--- config.mk ---
export PLATFORM = sky130hd
export DESIGN_NAME = gray_world_white_balance_stats_unit
export DESIGN_NICKNAME = d
export VERILOG_FILES = /design/src/sv/gwwb_pkg.sv /design/src/sv/gray_world_white_balance_stats_unit.sv
export SDC_FILE = /design/constraint.sdc
export NUM_CORES = 2
export LEC_CHECK = 0
export ABC_CLOCK_PERIOD_IN_PS = 8100
export BUFFER_PORTS_ARGS = -buffer_cell sky130_fd_sc_hd__buf_4
export CAP_MARGIN = 30
export CORE_ASPECT_RATIO = 0.6
export CORE_UTILIZATION = 58
export CTS_BUF_LIST = sky130_fd_sc_hd__clkbuf_4 sky130_fd_sc_hd__clkbuf_8
export CTS_CLUSTER_SIZE = 8
export DETAILED_ROUTE_END_ITERATION = 10
export PLACE_DENSITY = 0.81
export SKIP_LAST_GASP = 1
export SLEW_MARGIN = 20
export SYNTH_ARGS = -nofsm -noshare
export SYNTH_HDL_FRONTEND = slang
export SYNTH_SLANG_ARGS = --single-unit
--- constraint.sdc ---
create_clock -name clk -period 8.1 [get_ports clk]
set_clock_uncertainty 0.2 [all_clocks]
set_input_delay 0.81 -clock clk [delete_from_list [all_inputs] [get_ports clk]]
set_output_delay 0.81 -clock clk [all_outputs]
set_load 0.1 [all_outputs]
--- src/sv/gwwb_pkg.sv ---
// ----------------------------------------------------------------------------
// gwwb_pkg
// Shared constants for the gray-world white balance statistics unit:
// luminance weights, register widths and indexes, reset values.
// ----------------------------------------------------------------------------
package gwwb_pkg;

	// Pixel samples and luminance weights (Q16, weights sum to 65536)
	localparam int unsigned SAMPLE_W = 16;
	localparam logic [15:0] W_R = 16'd19595;
	localparam logic [15:0] W_G = 16'd38470;
	localparam logic [15:0] W_B = 16'd7471;

	// Configuration register widths
	localparam int unsigned SB_W   = 5;
	localparam int unsigned FRAC_W = 16;
	localparam int unsigned FP_W   = 25;

	// Configuration port
	localparam int unsigned CFG_IDX_W  = 3;
	localparam int unsigned CFG_DATA_W = 25;

	localparam logic [CFG_IDX_W-1:0] REG_ENABLE       = 3'd0;
	localparam logic [CFG_IDX_W-1:0] REG_SAMPLE_BITS  = 3'd1;
	localparam logic [CFG_IDX_W-1:0] REG_UNDER_FRAC   = 3'd2;
	localparam logic [CFG_IDX_W-1:0] REG_OVER_FRAC    = 3'd3;
	localparam logic [CFG_IDX_W-1:0] REG_FRAME_PIXELS = 3'd4;

	// Register reset values
	localparam logic             ENABLE_RST       = 1'b1;
	localparam logic [SB_W-1:0]  SAMPLE_BITS_RST  = 5'd12;
	localparam logic [FP_W-1:0]  FRAME_PIXELS_RST = 25'd2073600;

	// Sample depth clamp
	localparam logic [SB_W-1:0] SB_MIN = 5'd8;
	localparam logic [SB_W-1:0] SB_MAX = 5'd16;

	// Parameter defaults
	localparam int unsigned PIXEL_COUNT_BITS_DEF = 24;
	localparam int unsigned GAIN_FRAC_BITS_DEF   = 12;

endpackage

--- src/sv/gray_world_white_balance_stats_unit.sv ---
// ----------------------------------------------------------------------------
// gray_world_white_balance_stats_unit
// Gray-world auto white balance statistics: passes RGB pixels through,
// accumulates in-range pixels and computes red/blue gains at frame end.
// ----------------------------------------------------------------------------
// A pixel accepted in S_IDLE runs through the multiply and accumulate steps
// and the window compare to S_OUT, where its result enters the output
// register; the next pixel can be taken in the cycle after, so a new pixel is
// never taken before the last one is through. On the last pixel of a frame the
// 1% floor, the channel checks and the two divisions come before S_OUT; a
// disabled or dark frame, or a gain too large for the divider, finishes sooner.
// A stalled, full output register holds the result in S_OUT. One shared
// multiplier forms the five products a pixel needs (three luminance terms and
// the two window bounds), each product registered before it is added, and on
// the frame's last pixel it also forms the 1% floor. The two gains come from
// one restoring divider that retires one quotient bit per cycle, red first,
// then blue. The input stalls while a pixel is in work; a result waits in the
// output register while the next pixel is taken. Configuration writes are
// always ready and must only be issued while no pixel is in work.

module gray_world_white_balance_stats_unit
	import gwwb_pkg::*;
#(
	parameter int unsigned PIXEL_COUNT_BITS = PIXEL_COUNT_BITS_DEF,
	parameter int unsigned GAIN_FRAC_BITS   = GAIN_FRAC_BITS_DEF
) (
	input  logic                        clk,
	input  logic                        arst_n,

	input  logic                        in_valid,
	output logic                        in_stall,
	input  logic [SAMPLE_W-1:0]         red,
	input  logic [SAMPLE_W-1:0]         green,
	input  logic [SAMPLE_W-1:0]         blue,

	output logic                        out_valid,
	input  logic                        out_stall,
	output logic [SAMPLE_W-1:0]         red_out,
	output logic [SAMPLE_W-1:0]         green_out,
	output logic [SAMPLE_W-1:0]         blue_out,
	output logic                        frame_end,
	output logic [GAIN_FRAC_BITS+2:0]   red_gain,
	output logic [GAIN_FRAC_BITS+2:0]   blue_gain,

	input  logic                        cfg_valid,
	output logic                        cfg_ready,
	input  logic [CFG_IDX_W-1:0]        cfg_index,
	input  logic [CFG_DATA_W-1:0]       cfg_data
);

	localparam int unsigned CNT_W  = PIXEL_COUNT_BITS + 1;
	localparam int unsigned IDX_W  = PIXEL_COUNT_BITS;
	localparam int unsigned SUM_W  = PIXEL_COUNT_BITS + SAMPLE_W;
	localparam int unsigned HUND_W = SUM_W + 7;
	localparam int unsigned FL_W   = CNT_W + SAMPLE_W;
	localparam int unsigned MA_W   = (CNT_W > SAMPLE_W) ? CNT_W : SAMPLE_W;
	localparam int unsigned MB_W   = SAMPLE_W + 1;
	localparam int unsigned P_W    = MA_W + MB_W;
	localparam int unsigned LUM_W  = 32;
	localparam int unsigned Q_W    = GAIN_FRAC_BITS + 3;
	localparam int unsigned NUM_W  = SUM_W + GAIN_FRAC_BITS + 1;
	localparam int unsigned REM_W  = SUM_W + 1;
	localparam int unsigned CW     = $clog2(Q_W + 1);
	localparam int unsigned LEN_W  = (FP_W > CNT_W) ? FP_W : CNT_W;

	localparam logic [Q_W-1:0]   G_UNITY = Q_W'(1) << GAIN_FRAC_BITS;
	localparam logic [Q_W-1:0]   G_LO    = Q_W'(1) << (GAIN_FRAC_BITS - 2);
	localparam logic [Q_W-1:0]   G_HI    = Q_W'(1) << (GAIN_FRAC_BITS + 2);
	localparam logic [LEN_W-1:0] LEN_LIM = LEN_W'(1) << PIXEL_COUNT_BITS;

	typedef enum logic [3:0] {
		S_IDLE, S_MUL, S_ACC, S_CMP, S_HUND, S_CHK,
		S_DNUM, S_DCHK, S_DSTEP, S_DEND, S_FIN, S_OUT
	} state_t;

	typedef enum logic [2:0] {
		MS_LUM_R, MS_LUM_G, MS_LUM_B, MS_LOWER, MS_UPPER, MS_FLOOR
	} mstep_t;

	typedef enum logic [1:0] {
		CH_RED, CH_GREEN, CH_BLUE
	} chan_t;

	// Control and statistics
	state_t               state_q;
	mstep_t               step_q;
	chan_t                chan_q;
	logic                 last_q;
	logic [CW-1:0]        cnt_q;
	logic [SUM_W-1:0]     red_sum_q, green_sum_q, blue_sum_q;
	logic [CNT_W-1:0]     valid_count_q;
	logic [IDX_W-1:0]     pixel_index_q;
	logic [Q_W-1:0]       gain_red_q, gain_blue_q;

	// Configuration
	logic                 enable_q;
	logic [SB_W-1:0]      sample_bits_q;
	logic [FRAC_W-1:0]    under_q, over_q;
	logic [FP_W-1:0]      frame_pixels_q;

	// Output register
	logic                 out_valid_q;
	logic [SAMPLE_W-1:0]  red_out_q, green_out_q, blue_out_q;
	logic                 frame_end_q;
	logic [Q_W-1:0]       red_gain_q, blue_gain_q;

	// Datapath
	logic [SAMPLE_W-1:0]  r_q, g_q, b_q;
	logic [P_W-1:0]       prod_q;
	logic [LUM_W-1:0]     lum_q, lower_q, upper_q;
	logic [FL_W-1:0]      floor_q;
	logic [HUND_W-1:0]    hund_q;
	logic [NUM_W-1:0]     num_q;
	logic [SUM_W-1:0]     den_q, rem_q;
	logic [Q_W-1:0]       low_q, quo_q;

	// Combinational
	logic                 in_xfer, out_xfer, out_load;
	logic [SB_W-1:0]      bits_cl;
	logic [SAMPLE_W-1:0]  full;
	logic [MA_W-1:0]      mul_a;
	logic [MB_W-1:0]      mul_b;
	logic [LEN_W-1:0]     fp_ext, frame_len, idx_next;
	logic                 is_last, in_range;
	logic [SUM_W-1:0]     sum_sel;
	logic [SUM_W-1:0]     num_hi;
	logic [REM_W-1:0]     trial, trial_diff;
	logic                 trial_ge;
	logic [Q_W-1:0]       quo_cl;
	mstep_t               step_nxt;

	assign in_xfer   = in_valid && !in_stall;
	assign out_xfer  = out_valid_q && !out_stall;
	// load the output register when it is free or being drained
	assign out_load  = (state_q == S_OUT) && (!out_valid_q || !out_stall);
	assign in_stall  = (state_q != S_IDLE);
	assign cfg_ready = 1'b1;

	assign out_valid = out_valid_q;
	assign red_out   = red_out_q;
	assign green_out = green_out_q;
	assign blue_out  = blue_out_q;
	assign frame_end = frame_end_q;
	assign red_gain  = red_gain_q;
	assign blue_gain = blue_gain_q;

	// Full scale from the clamped bit depth
	always_comb begin
		if (sample_bits_q < SB_MIN) begin
			bits_cl = SB_MIN;
		end else if (sample_bits_q > SB_MAX) begin
			bits_cl = SB_MAX;
		end else begin
			bits_cl = sample_bits_q;
		end
		full = {SAMPLE_W{1'b1}} >> (SB_MAX - bits_cl);
	end

	// Frame length and end-of-frame test
	always_comb begin
		fp_ext = LEN_W'(frame_pixels_q);
		if (fp_ext == '0) begin
			frame_len = LEN_W'(1);
		end else if (fp_ext > LEN_LIM) begin
			frame_len = LEN_LIM;
		end else begin
			frame_len = fp_ext;
		end
		idx_next = LEN_W'(pixel_index_q) + LEN_W'(1);
		is_last  = (idx_next >= frame_len);
		in_range = (lum_q >= lower_q) && (lum_q <= upper_q);
	end

	// Shared multiplier operands
	always_comb begin
		case (step_q)
			MS_LUM_R: begin
				mul_a = MA_W'(W_R);
				mul_b = MB_W'(r_q);
			end
			MS_LUM_G: begin
				mul_a = MA_W'(W_G);
				mul_b = MB_W'(g_q);
			end
			MS_LUM_B: begin
				mul_a = MA_W'(W_B);
				mul_b = MB_W'(b_q);
			end
			MS_LOWER: begin
				mul_a = MA_W'(full);
				mul_b = MB_W'(under_q);
			end
			MS_UPPER: begin
				mul_a = MA_W'(full);
				mul_b = (MB_W'(1) << FRAC_W) - MB_W'(over_q);
			end
			MS_FLOOR: begin
				mul_a = MA_W'(valid_count_q);
				mul_b = MB_W'(full);
			end
			default: begin
				mul_a = '0;
				mul_b = '0;
			end
		endcase
	end

	always_comb begin
		case (step_q)
			MS_LUM_R: step_nxt = MS_LUM_G;
			MS_LUM_G: step_nxt = MS_LUM_B;
			MS_LUM_B: step_nxt = MS_LOWER;
			MS_LOWER: step_nxt = MS_UPPER;
			default:  step_nxt = MS_LUM_R;
		endcase
	end

	always_comb begin
		case (chan_q)
			CH_RED:   sum_sel = red_sum_q;
			CH_GREEN: sum_sel = green_sum_q;
			CH_BLUE:  sum_sel = blue_sum_q;
			default:  sum_sel = '0;
		endcase
	end

	// Divider step: shift in the next dividend bit, subtract when it fits
	always_comb begin
		num_hi     = SUM_W'(num_q[NUM_W-1:Q_W]);
		trial      = {rem_q, low_q[Q_W-1]};
		trial_ge   = (trial >= REM_W'(den_q));
		trial_diff = trial - REM_W'(den_q);
		if (quo_q < G_LO) begin
			quo_cl = G_LO;
		end else if (quo_q > G_HI) begin
			quo_cl = G_HI;
		end else begin
			quo_cl = quo_q;
		end
	end

	// Configuration registers
	always_ff @(posedge clk or negedge arst_n) begin
		if (!arst_n) begin
			enable_q       <= ENABLE_RST;
			sample_bits_q  <= SAMPLE_BITS_RST;
			under_q        <= '0;
			over_q         <= '0;
			frame_pixels_q <= FRAME_PIXELS_RST;
		end else if (cfg_valid && cfg_ready) begin
			case (cfg_index)
				REG_ENABLE:       enable_q       <= cfg_data[0];
				REG_SAMPLE_BITS:  sample_bits_q  <= cfg_data[SB_W-1:0];
				REG_UNDER_FRAC:   under_q        <= cfg_data[FRAC_W-1:0];
				REG_OVER_FRAC:    over_q         <= cfg_data[FRAC_W-1:0];
				REG_FRAME_PIXELS: frame_pixels_q <= cfg_data[FP_W-1:0];
				default: ;
			endcase
		end
	end

	// Datapath registers
	always_ff @(posedge clk) begin
		if (in_xfer) begin
			r_q <= red;
			g_q <= green;
			b_q <= blue;
		end
		case (state_q)
			S_MUL: prod_q <= mul_a * mul_b;
			S_ACC: begin
				case (step_q)
					MS_LUM_R: lum_q   <= prod_q[LUM_W-1:0];
					MS_LUM_G: lum_q   <= lum_q + prod_q[LUM_W-1:0];
					MS_LUM_B: lum_q   <= lum_q + prod_q[LUM_W-1:0];
					MS_LOWER: lower_q <= prod_q[LUM_W-1:0];
					MS_UPPER: upper_q <= prod_q[LUM_W-1:0];
					MS_FLOOR: floor_q <= prod_q[FL_W-1:0];
					default: ;
				endcase
			end
			S_HUND: hund_q <= (HUND_W'(sum_sel) << 6) + (HUND_W'(sum_sel) << 5)
				+ (HUND_W'(sum_sel) << 2);
			S_DNUM: begin
				num_q <= (NUM_W'(green_sum_q) << GAIN_FRAC_BITS) + NUM_W'(sum_sel >> 1);
				den_q <= sum_sel;
			end
			S_DCHK: begin
				rem_q <= num_hi;
				low_q <= num_q[Q_W-1:0];
				if (num_hi >= den_q) begin
					quo_q <= G_HI;
				end else begin
					quo_q <= '0;
				end
			end
			S_DSTEP: begin
				low_q <= {low_q[Q_W-2:0], 1'b0};
				quo_q <= {quo_q[Q_W-2:0], trial_ge};
				if (trial_ge) begin
					rem_q <= trial_diff[SUM_W-1:0];
				end else begin
					rem_q <= trial[SUM_W-1:0];
				end
			end
			default: ;
		endcase
	end

	// Sequencer, statistics and output register
	always_ff @(posedge clk or negedge arst_n) begin
		if (!arst_n) begin
			state_q       <= S_IDLE;
			step_q        <= MS_LUM_R;
			chan_q        <= CH_RED;
			last_q        <= 1'b0;
			cnt_q         <= '0;
			red_sum_q     <= '0;
			green_sum_q   <= '0;
			blue_sum_q    <= '0;
			valid_count_q <= '0;
			pixel_index_q <= '0;
			gain_red_q    <= G_UNITY;
			gain_blue_q   <= G_UNITY;
			out_valid_q   <= 1'b0;
			red_out_q     <= '0;
			green_out_q   <= '0;
			blue_out_q    <= '0;
			frame_end_q   <= 1'b0;
			red_gain_q    <= G_UNITY;
			blue_gain_q   <= G_UNITY;
		end else begin
			if (out_load) begin
				out_valid_q <= 1'b1;
			end else if (out_xfer) begin
				out_valid_q <= 1'b0;
			end
			case (state_q)
				S_IDLE: begin
					if (in_xfer) begin
						step_q  <= MS_LUM_R;
						state_q <= S_MUL;
					end
				end
				S_MUL: state_q <= S_ACC;
				S_ACC: begin
					if (step_q == MS_UPPER) begin
						state_q <= S_CMP;
					end else if (step_q == MS_FLOOR) begin
						gain_red_q  <= G_UNITY;
						gain_blue_q <= G_UNITY;
						chan_q      <= CH_RED;
						if (!enable_q || valid_count_q == '0) begin
							state_q <= S_FIN;
						end else begin
							state_q <= S_HUND;
						end
					end else begin
						step_q  <= step_nxt;
						state_q <= S_MUL;
					end
				end
				S_CMP: begin
					if (in_range) begin
						red_sum_q     <= red_sum_q + SUM_W'(r_q);
						green_sum_q   <= green_sum_q + SUM_W'(g_q);
						blue_sum_q    <= blue_sum_q + SUM_W'(b_q);
						valid_count_q <= valid_count_q + CNT_W'(1);
					end
					last_q <= is_last;
					if (is_last) begin
						pixel_index_q <= '0;
						step_q        <= MS_FLOOR;
						state_q       <= S_MUL;
					end else begin
						pixel_index_q <= pixel_index_q + IDX_W'(1);
						state_q       <= S_OUT;
					end
				end
				S_HUND: state_q <= S_CHK;
				S_CHK: begin
					// any channel at or below 1% of full scale keeps unity gains
					if (hund_q <= HUND_W'(floor_q)) begin
						state_q <= S_FIN;
					end else if (chan_q == CH_BLUE) begin
						chan_q  <= CH_RED;
						state_q <= S_DNUM;
					end else begin
						chan_q  <= (chan_q == CH_RED) ? CH_GREEN : CH_BLUE;
						state_q <= S_HUND;
					end
				end
				S_DNUM: state_q <= S_DCHK;
				S_DCHK: begin
					cnt_q <= CW'(Q_W);
					if (num_hi >= den_q) begin
						state_q <= S_DEND;
					end else begin
						state_q <= S_DSTEP;
					end
				end
				S_DSTEP: begin
					cnt_q <= cnt_q - CW'(1);
					if (cnt_q == CW'(1)) begin
						state_q <= S_DEND;
					end
				end
				S_DEND: begin
					if (chan_q == CH_RED) begin
						gain_red_q <= quo_cl;
						chan_q     <= CH_BLUE;
						state_q    <= S_DNUM;
					end else begin
						gain_blue_q <= quo_cl;
						state_q     <= S_FIN;
					end
				end
				S_FIN: begin
					red_sum_q     <= '0;
					green_sum_q   <= '0;
					blue_sum_q    <= '0;
					valid_count_q <= '0;
					state_q       <= S_OUT;
				end
				S_OUT: begin
					// hold until the output register is free or being drained
					if (out_load) begin
						red_out_q   <= r_q;
						green_out_q <= g_q;
						blue_out_q  <= b_q;
						frame_end_q <= last_q;
						red_gain_q  <= gain_red_q;
						blue_gain_q <= gain_blue_q;
						state_q     <= S_IDLE;
					end
				end
				default: state_q <= S_IDLE;
			endcase
		end
	end

`ifndef SYNTHESIS
	a_gain_range: assert property (@(posedge clk) disable iff (!arst_n)
		(gain_red_q >= G_LO) && (gain_red_q <= G_HI)
		&& (gain_blue_q >= G_LO) && (gain_blue_q <= G_HI))
		else $error("latched gain outside clamp range");

	a_index_bound: assert property (@(posedge clk) disable iff (!arst_n)
		LEN_W'(pixel_index_q) < LEN_LIM)
		else $error("pixel index beyond frame limit");

	a_frame_clear: assert property (@(posedge clk) disable iff (!arst_n)
		(state_q == S_OUT && last_q) |-> (valid_count_q == '0) && (red_sum_q == '0)
		&& (green_sum_q == '0) && (blue_sum_q == '0) && (pixel_index_q == '0))
		else $error("statistics not cleared at frame end");

	a_div_rem: assert property (@(posedge clk) disable iff (!arst_n)
		(state_q == S_DSTEP) |-> (rem_q < den_q))
		else $error("divider remainder not below divisor");

	a_busy_after_accept: assert property (@(posedge clk) disable iff (!arst_n)
		in_xfer |=> in_stall)
		else $error("input taken while a pixel is in work");
`endif

endmodule
## Word-level counts from Yosys, hierarchy flattened

Cells that the tools add are included.

| cells by class | value |
|---|---|
| add/subtract/negate cells | 14 |
| multiply operators | 1 |
| $lt $le $gt $ge | 11 |
| equal/unequal tests | 34 |
| shift operators | 1 |
| mux-type cells | 58 |
| reduce and logical (&&, ||, !) cells | 42 |

Operators by type and width:

| kind | number |
|---|---|
| 40-bit case mux with 2 select lines | 4 |
| 40-bit two-way mux | 4 |
| 25-bit case mux with 5 select lines | 1 |
| 40-bit by 16-bit adder with 40-bit output | 3 |
| 15-bit case mux with 2 select lines | 4 |
| 40-bit case mux with 3 select lines | 1 |
| 15-bit two-way mux | 7 |
| 17-bit case mux with 6 select lines | 1 |
| 25-bit two-way mux | 3 |
| 32-bit case mux with 2 select lines | 1 |
| 52-bit by 39-bit adder with 53-bit output | 1 |
| 25-bit logical NOT | 2 |
| 25-bit case mux with 2 select lines | 1 |
| 4-bit case mux with 12 select lines | 1 |
| 46-bit by 45-bit adder with 47-bit output | 1 |
| 47-bit by 42-bit adder with 47-bit output | 1 |
| 47-bit by 41-bit <= comparator with 1-bit output | 1 |
| 41-bit by 40-bit greater-or-equal comparator with 1-bit output | 1 |
| 25-bit by 17-bit multiplier with 41-bit output | 1 |
| 38-bit by 40-bit greater-or-equal comparator with 1-bit output | 1 |
| 40-bit subtractor | 1 |
| 4-bit two-way mux | 9 |
| 32-bit adder | 1 |
| 32-bit greater-or-equal comparator | 1 |
| other kinds (47) | 109 |

| storage, ports and cells | value |
|---|---|
| register bits | 792 |
| input bits | 81 |
| output and inout port bits | 82 |
| word-level logic and storage cells | 199 |

## Depth between registers and ports, before layout

| depth | value |
|---|---|
| depth in word-level cells | 7 |
| depth in mapped cells | 35 |
| mapped depth without buffers | 33 |

## Worst setup path before layout

Ideal clock, no wire load.

| path | value |
|---|---|
| path type | flip-flop to flip-flop |
| start point | register sample_bits_q[3] |
| end point | register prod_q[37] (data pin) |
| library setup time | 0.259 ns |
| arrival time | 7.883 ns |
| required time | 7.641 ns |
| path slack | -0.242 ns |
| stages on the path, launching flop included | 34 |
| path buffers | 2 |
| period minus slack after synthesis | 8.342 ns |
| cell sequence | dfstp_2 -> nor2b_1 -> nand2_1 -> ha_1 -> inv_1 -> ha_1 -> clkbuf_1 -> nor2b_1 -> or2_2 -> nand2_1 -> and3_1 -> clkbuf_1 -> nor2_1 -> fa_1 -> inv_1 -> fa_1 -> fa_1 -> inv_1 -> fa_1 -> fa_1 -> inv_1 -> fa_1 -> inv_1 -> ha_1 -> a21o_1 -> o21a_1 -> a311oi_1 -> o21ai_1 -> a21oi_1 -> o2111ai_1 -> a21o_1 -> a41o_1 -> a21oi_1 -> xnor2_1 |

| on the way | value |
|---|---|
| longest elaborated chain between the ends | 7 |
| elaborated cells on any way between the ends | 9 |
| those cells by class | 1 x add/sub; 1 x mul; 2 x order compare; 1 x shift; 4 x mux |

RTL lines:

| item | line | source |
|---|---|---|
| from (decl) | gray_world_white_balance_stats_unit.sv:97 | `logic [SB_W-1:0] sample_bits_q;` |
| from (signal assigned) | gray_world_white_balance_stats_unit.sv:253 | `REG_SAMPLE_BITS: sample_bits_q <= cfg_data[SB_W-1:0];` |
| 5-bit > comparator | gray_world_white_balance_stats_unit.sv:151 | `end else if (sample_bits_q > SB_MAX) begin` |
| 5-bit two-way mux | gray_world_white_balance_stats_unit.sv:151 |  |
| 5-bit two-way mux (*) | gray_world_white_balance_stats_unit.sv:149 | `if (sample_bits_q < SB_MIN) begin` |
| 5-bit subtractor (*) | gray_world_white_balance_stats_unit.sv:156 | `full = {SAMPLE_W{1'b1}} >> (SB_MAX - bits_cl);` |
| 16-bit by 5-bit right shift with 16-bit output (*) | gray_world_white_balance_stats_unit.sv:156 |  |
| 17-bit case mux with 6 select lines / 25-bit case mux with 5 select lines (equally long branches) | gray_world_white_balance_stats_unit.sv:176 | `case (step_q)` |
| 25-bit by 17-bit multiplier with 41-bit output (*) | gray_world_white_balance_stats_unit.sv:270 | `S_MUL: prod_q <= mul_a * mul_b;` |
| to (signal assigned) | gray_world_white_balance_stats_unit.sv:270 |  |
| to (decl) | gray_world_white_balance_stats_unit.sv:109 | `logic [P_W-1:0] prod_q;` |

Every way passes the cells marked *; elsewhere a longest branch is shown, timed or not.
A chain may end at the register's enable or synchronous reset.

## Final worst setup path

| path | value |
|---|---|
| start point | register over_q[6] |
| end point | register prod_q[38] (data pin) |

| on the way | value |
|---|---|
| longest elaborated chain between the ends | 3 |

RTL lines:

| item | line | source |
|---|---|---|
| from (decl) | gray_world_white_balance_stats_unit.sv:98 | `logic [FRAC_W-1:0] under_q, over_q;` |
| from (signal assigned) | gray_world_white_balance_stats_unit.sv:255 | `REG_OVER_FRAC: over_q <= cfg_data[FRAC_W-1:0];` |
| 17-bit by 16-bit subtractor with 17-bit output | gray_world_white_balance_stats_unit.sv:195 | `mul_b = (MB_W'(1) << FRAC_W) - MB_W'(over_q);` |
| 17-bit case mux with 6 select lines | gray_world_white_balance_stats_unit.sv:176 |  |
| 25-bit by 17-bit multiplier with 41-bit output | gray_world_white_balance_stats_unit.sv:270 |  |

No other way between the ends.

==> impl_metrics.tcl <==
set metrics [dict create \
    crit_top_cell "fa_1" \
    yosys_most_used_dff "edfxtp_1" \
    crit_family "adder cells" \
    fin_util_pct 67.6 \
    antenna_found_initial 6 \
    cts_sinks 778 \
    cp_max_fo 6 \
    start_util_pct 58.5 \
    drc_errors 0 \
    startpoint_type "flop" \
    dieArea_mm2 0.103 \
    final_hold_viol_count 0 \
    maxCapViolations 0 \
    synth.top_cells.by_count "nand2_1 (711), inv_1 (669), ha_1 (478), edfxtp_1 (422), fa_1 (386)" \
    fp.dieW_um 413 \
    grt_max_degree 113 \
    setup_viol 0 \
    yosysMostFrequentCell "nand2_1" \
    synth-async-reset-ratio_pct 45.8 \
    drtAntennaViolNets 0 \
    synthesis.area_mm2 0.0589 \
    ys_seq_area_share_pct 36.7 \
    fin_crit_ns 8.08 \
    fin_area_mm2 0.0679 \
    pre_cts_ws_ns -0.368 \
    htree_levels 3 \
    first_global_vias 46200 \
    syn2layout_area_growth_pct 15.4 \
    dpl-instance-area_mm2 0.0639 \
    rows 90 \
    crit_path_top_delay_cell "fa_2" \
    vias_per_cell 6.12 \
    yosysTopAreaCellShare_pct 21.5 \
    fin_nets 7339 \
    yosysUniqueCellTypes 90 \
    dr.pass1.iters 8 \
    critPathCaptureType "flop" \
    cp_slowest_stage_delay_ns 0.59 \
    drt_iter0_drc 5849 \
    num_vias 47800 \
    grt_overflow 0 \
    worstMarginPinSlew_ns 1.18 \
    fill_cells 7377 \
    drv_slew 0 \
    crit_required_ns 8.44 \
    synth-seq-cells 778 \
    cts_tree "done" \
    synth_top_area_cell "edfxtp_1" \
    grt_pass1_wl_um 273000 \
    coreArea_mm2 0.101 \
    io_buffer_count 161 \
    rsz0062_at_grt "true" \
    finalWorstSetupSlack_ns 0.0201 \
    root_buffer "clkbuf_8" \
    avgRoutedWirePerCell_um 23.0 \
    timing.hold.worst.class "primary input to flop" \
    wl_um 180000 \
    worstPathArrival_ns 8.42 \
    worstSetupPathType "flop to flop" \
    io_pins 163 \
    yosysWarnings 0 \
    cts-buffers-inserted 116 \
    clock.fmax_mhz 124 \
    crit_buf_inv 7 \
    clk_pin_slew_ns 0.07 \
    run_status "finished, final reports clean" \
    clock_path_buffers 3 \
    slew_headroom_pct 21.6 \
    synthCells 5879 \
    fin_hold_ws_ns 0.0764 \
    clk_latency_ns 0.86 \
    post-route-period-util_pct 99.8 \
    synth-edff-count 422 \
    hpwl_um 137000 \
    drive_gt1_share_pct 17.0 \
    grt.total_usage_pct 34.7 \
    die_h_um 249 \
    synth_area_leaders "edfxtp_1 (22%), dfrtp_1 (14%), fa_1 (13%)" \
    place.gp.congestion 1.04 \
    avgSynthCellArea_um2 10.0 \
]
[worst register-to-register path, delay by kind of cell (launching register included)]
family                   cells  cell delay [ns]
AND/OR/NAND/NOR              6             1.25
flip-flops                   1             0.39
AO/OA/AOI/OAI                8             1.42
buffers and inverters        7             0.87
XOR/XNOR                     2             0.33
adder cells (fa/ha/maj)      7             3.29
[final cells by class]
cell class	count	area, um^2	area share, %
Timing Repair Buffer	601	5020	7.39
Antenna cell	1	2.50	0.00368
Sequential cell	778	21600	31.8
Inverter	671	2520	3.72
Tap cell	1334	1670	2.46
Clock inverter	18	223	0.328
Multi-Input combinational cell	4226	34700	51.1
Clock buffer	185	2160	3.18
[cell families (layout without fill, tap and decap cells)]
logic type | after synthesis | after routing | synth area share [%]
AOI/OAI and AO/OA | 1090 | 1090 | 11.6
xor gates and xnor gates | 307 | 307 | 4.57
adders and majority gates | 864 | 864 | 23.3
buffers and inverters | 882 | 1475 | 5.70
DFF | 778 | 778 | 36.7
muxes | 241 | 241 | 4.70
other | 2 | 10 | 0.0128
and+or+nand+nor | 1715 | 1715 | 13.4
[stage by stage]
step                      std cells  TNS (ns)
after global routing           7814    -0.923
after global placement         7498     -1.01
after floorplan                5886         0
final                          7814         0
after detailed placement       7508     -3.03
after CTS                      7779         0
[final timing paths]
kind	startpoint	endpoint	slack, ns	depth (start not counted)
max in group asynchronous	arst_n	green_sum_q[26]	5.87	3
min reg2reg	prod_q[38]	floor_q[38]	0.20	0
max	over_q[6]	prod_q[38]	0.02	30
min in group asynchronous	arst_n	gain_red_q[2]	0.41	2
max reg2reg	over_q[6]	prod_q[38]	0.02	30
min	cfg_data[11]	fp_ext[11]	0.08	2
[sequential cells by signal, summed over array words and instances, names as in the netlist, 16 cells and up]
signal / cells
floor_q: 41
over_q: 16
b_q: 16
prod_q: 41
lower_q: 32
r_q: 16
green_out: 16
blue_sum_q: 40
red_sum_q: 40
pixel_index_q: 24
green_sum_q: 40
lum_q: 32
valid_count_q: 25
g_q: 16
den_q: 28
under_q: 16
hund_q: 45
fp_ext: 25
red_out: 16
blue_out: 16
num_q: 53
rem_q: 40
upper_q: 32
[metal layers]
metal	vias up	wire [um]	global-route usage (%)	share of wire (%)
met4	14	4800	9.10	2.7
met3	349	27000	12.0	15
met2	2917	72100	46.5	40
li1	21300	-	-	-
met1	23300	75800	53.0	42
met5	-	149	0.419	0.083
[placed cells by master, fill, tap and decap left out, types with 23 or more instances in the layout]
cell type      instances
a211oi_1              28
nor3_1                49
and3_1                67
clkbuf_8             123
fa_1                 365
nor4_1                29
dfrtp_1              340
inv_1                643
buf_4                497
o21ai_1               98
nand3_1              151
ha_1                 460
dlygate4sd3_1         66
or3_1                 26
mux2_2               143
o21ai_0              263
xnor2_1              162
inv_2                 25
mux2i_1               84
o31ai_1               29
xor2_1               140
a31oi_1               23
nand4_1               75
nor2_1               364
o21bai_1              23
nand2b_1              49
edfxtp_1             422
a21oi_1              237
clkbuf_4              62
o21a_1                45
nand2_1              697
a21o_1               129
and2_1                47
o211ai_1              30
nor2b_1               45
[timing repair]
| action | CTS | global route |
|---|---|---|
| gates cloned | 0 | 1 |
| endpoints found under the hold margin | 163 | 0 |
| pin swaps | 20 | 135 |
| setup buffers | 2 | 28 |
| hold buffers | 66 | 0 |
| endpoints found under the setup margin | 14 | 16 |
| resized for setup | 45 | 129 |
Power is not shown: default switching activity piles up to over one toggle a cycle in this logic, so the estimate is an artifact.
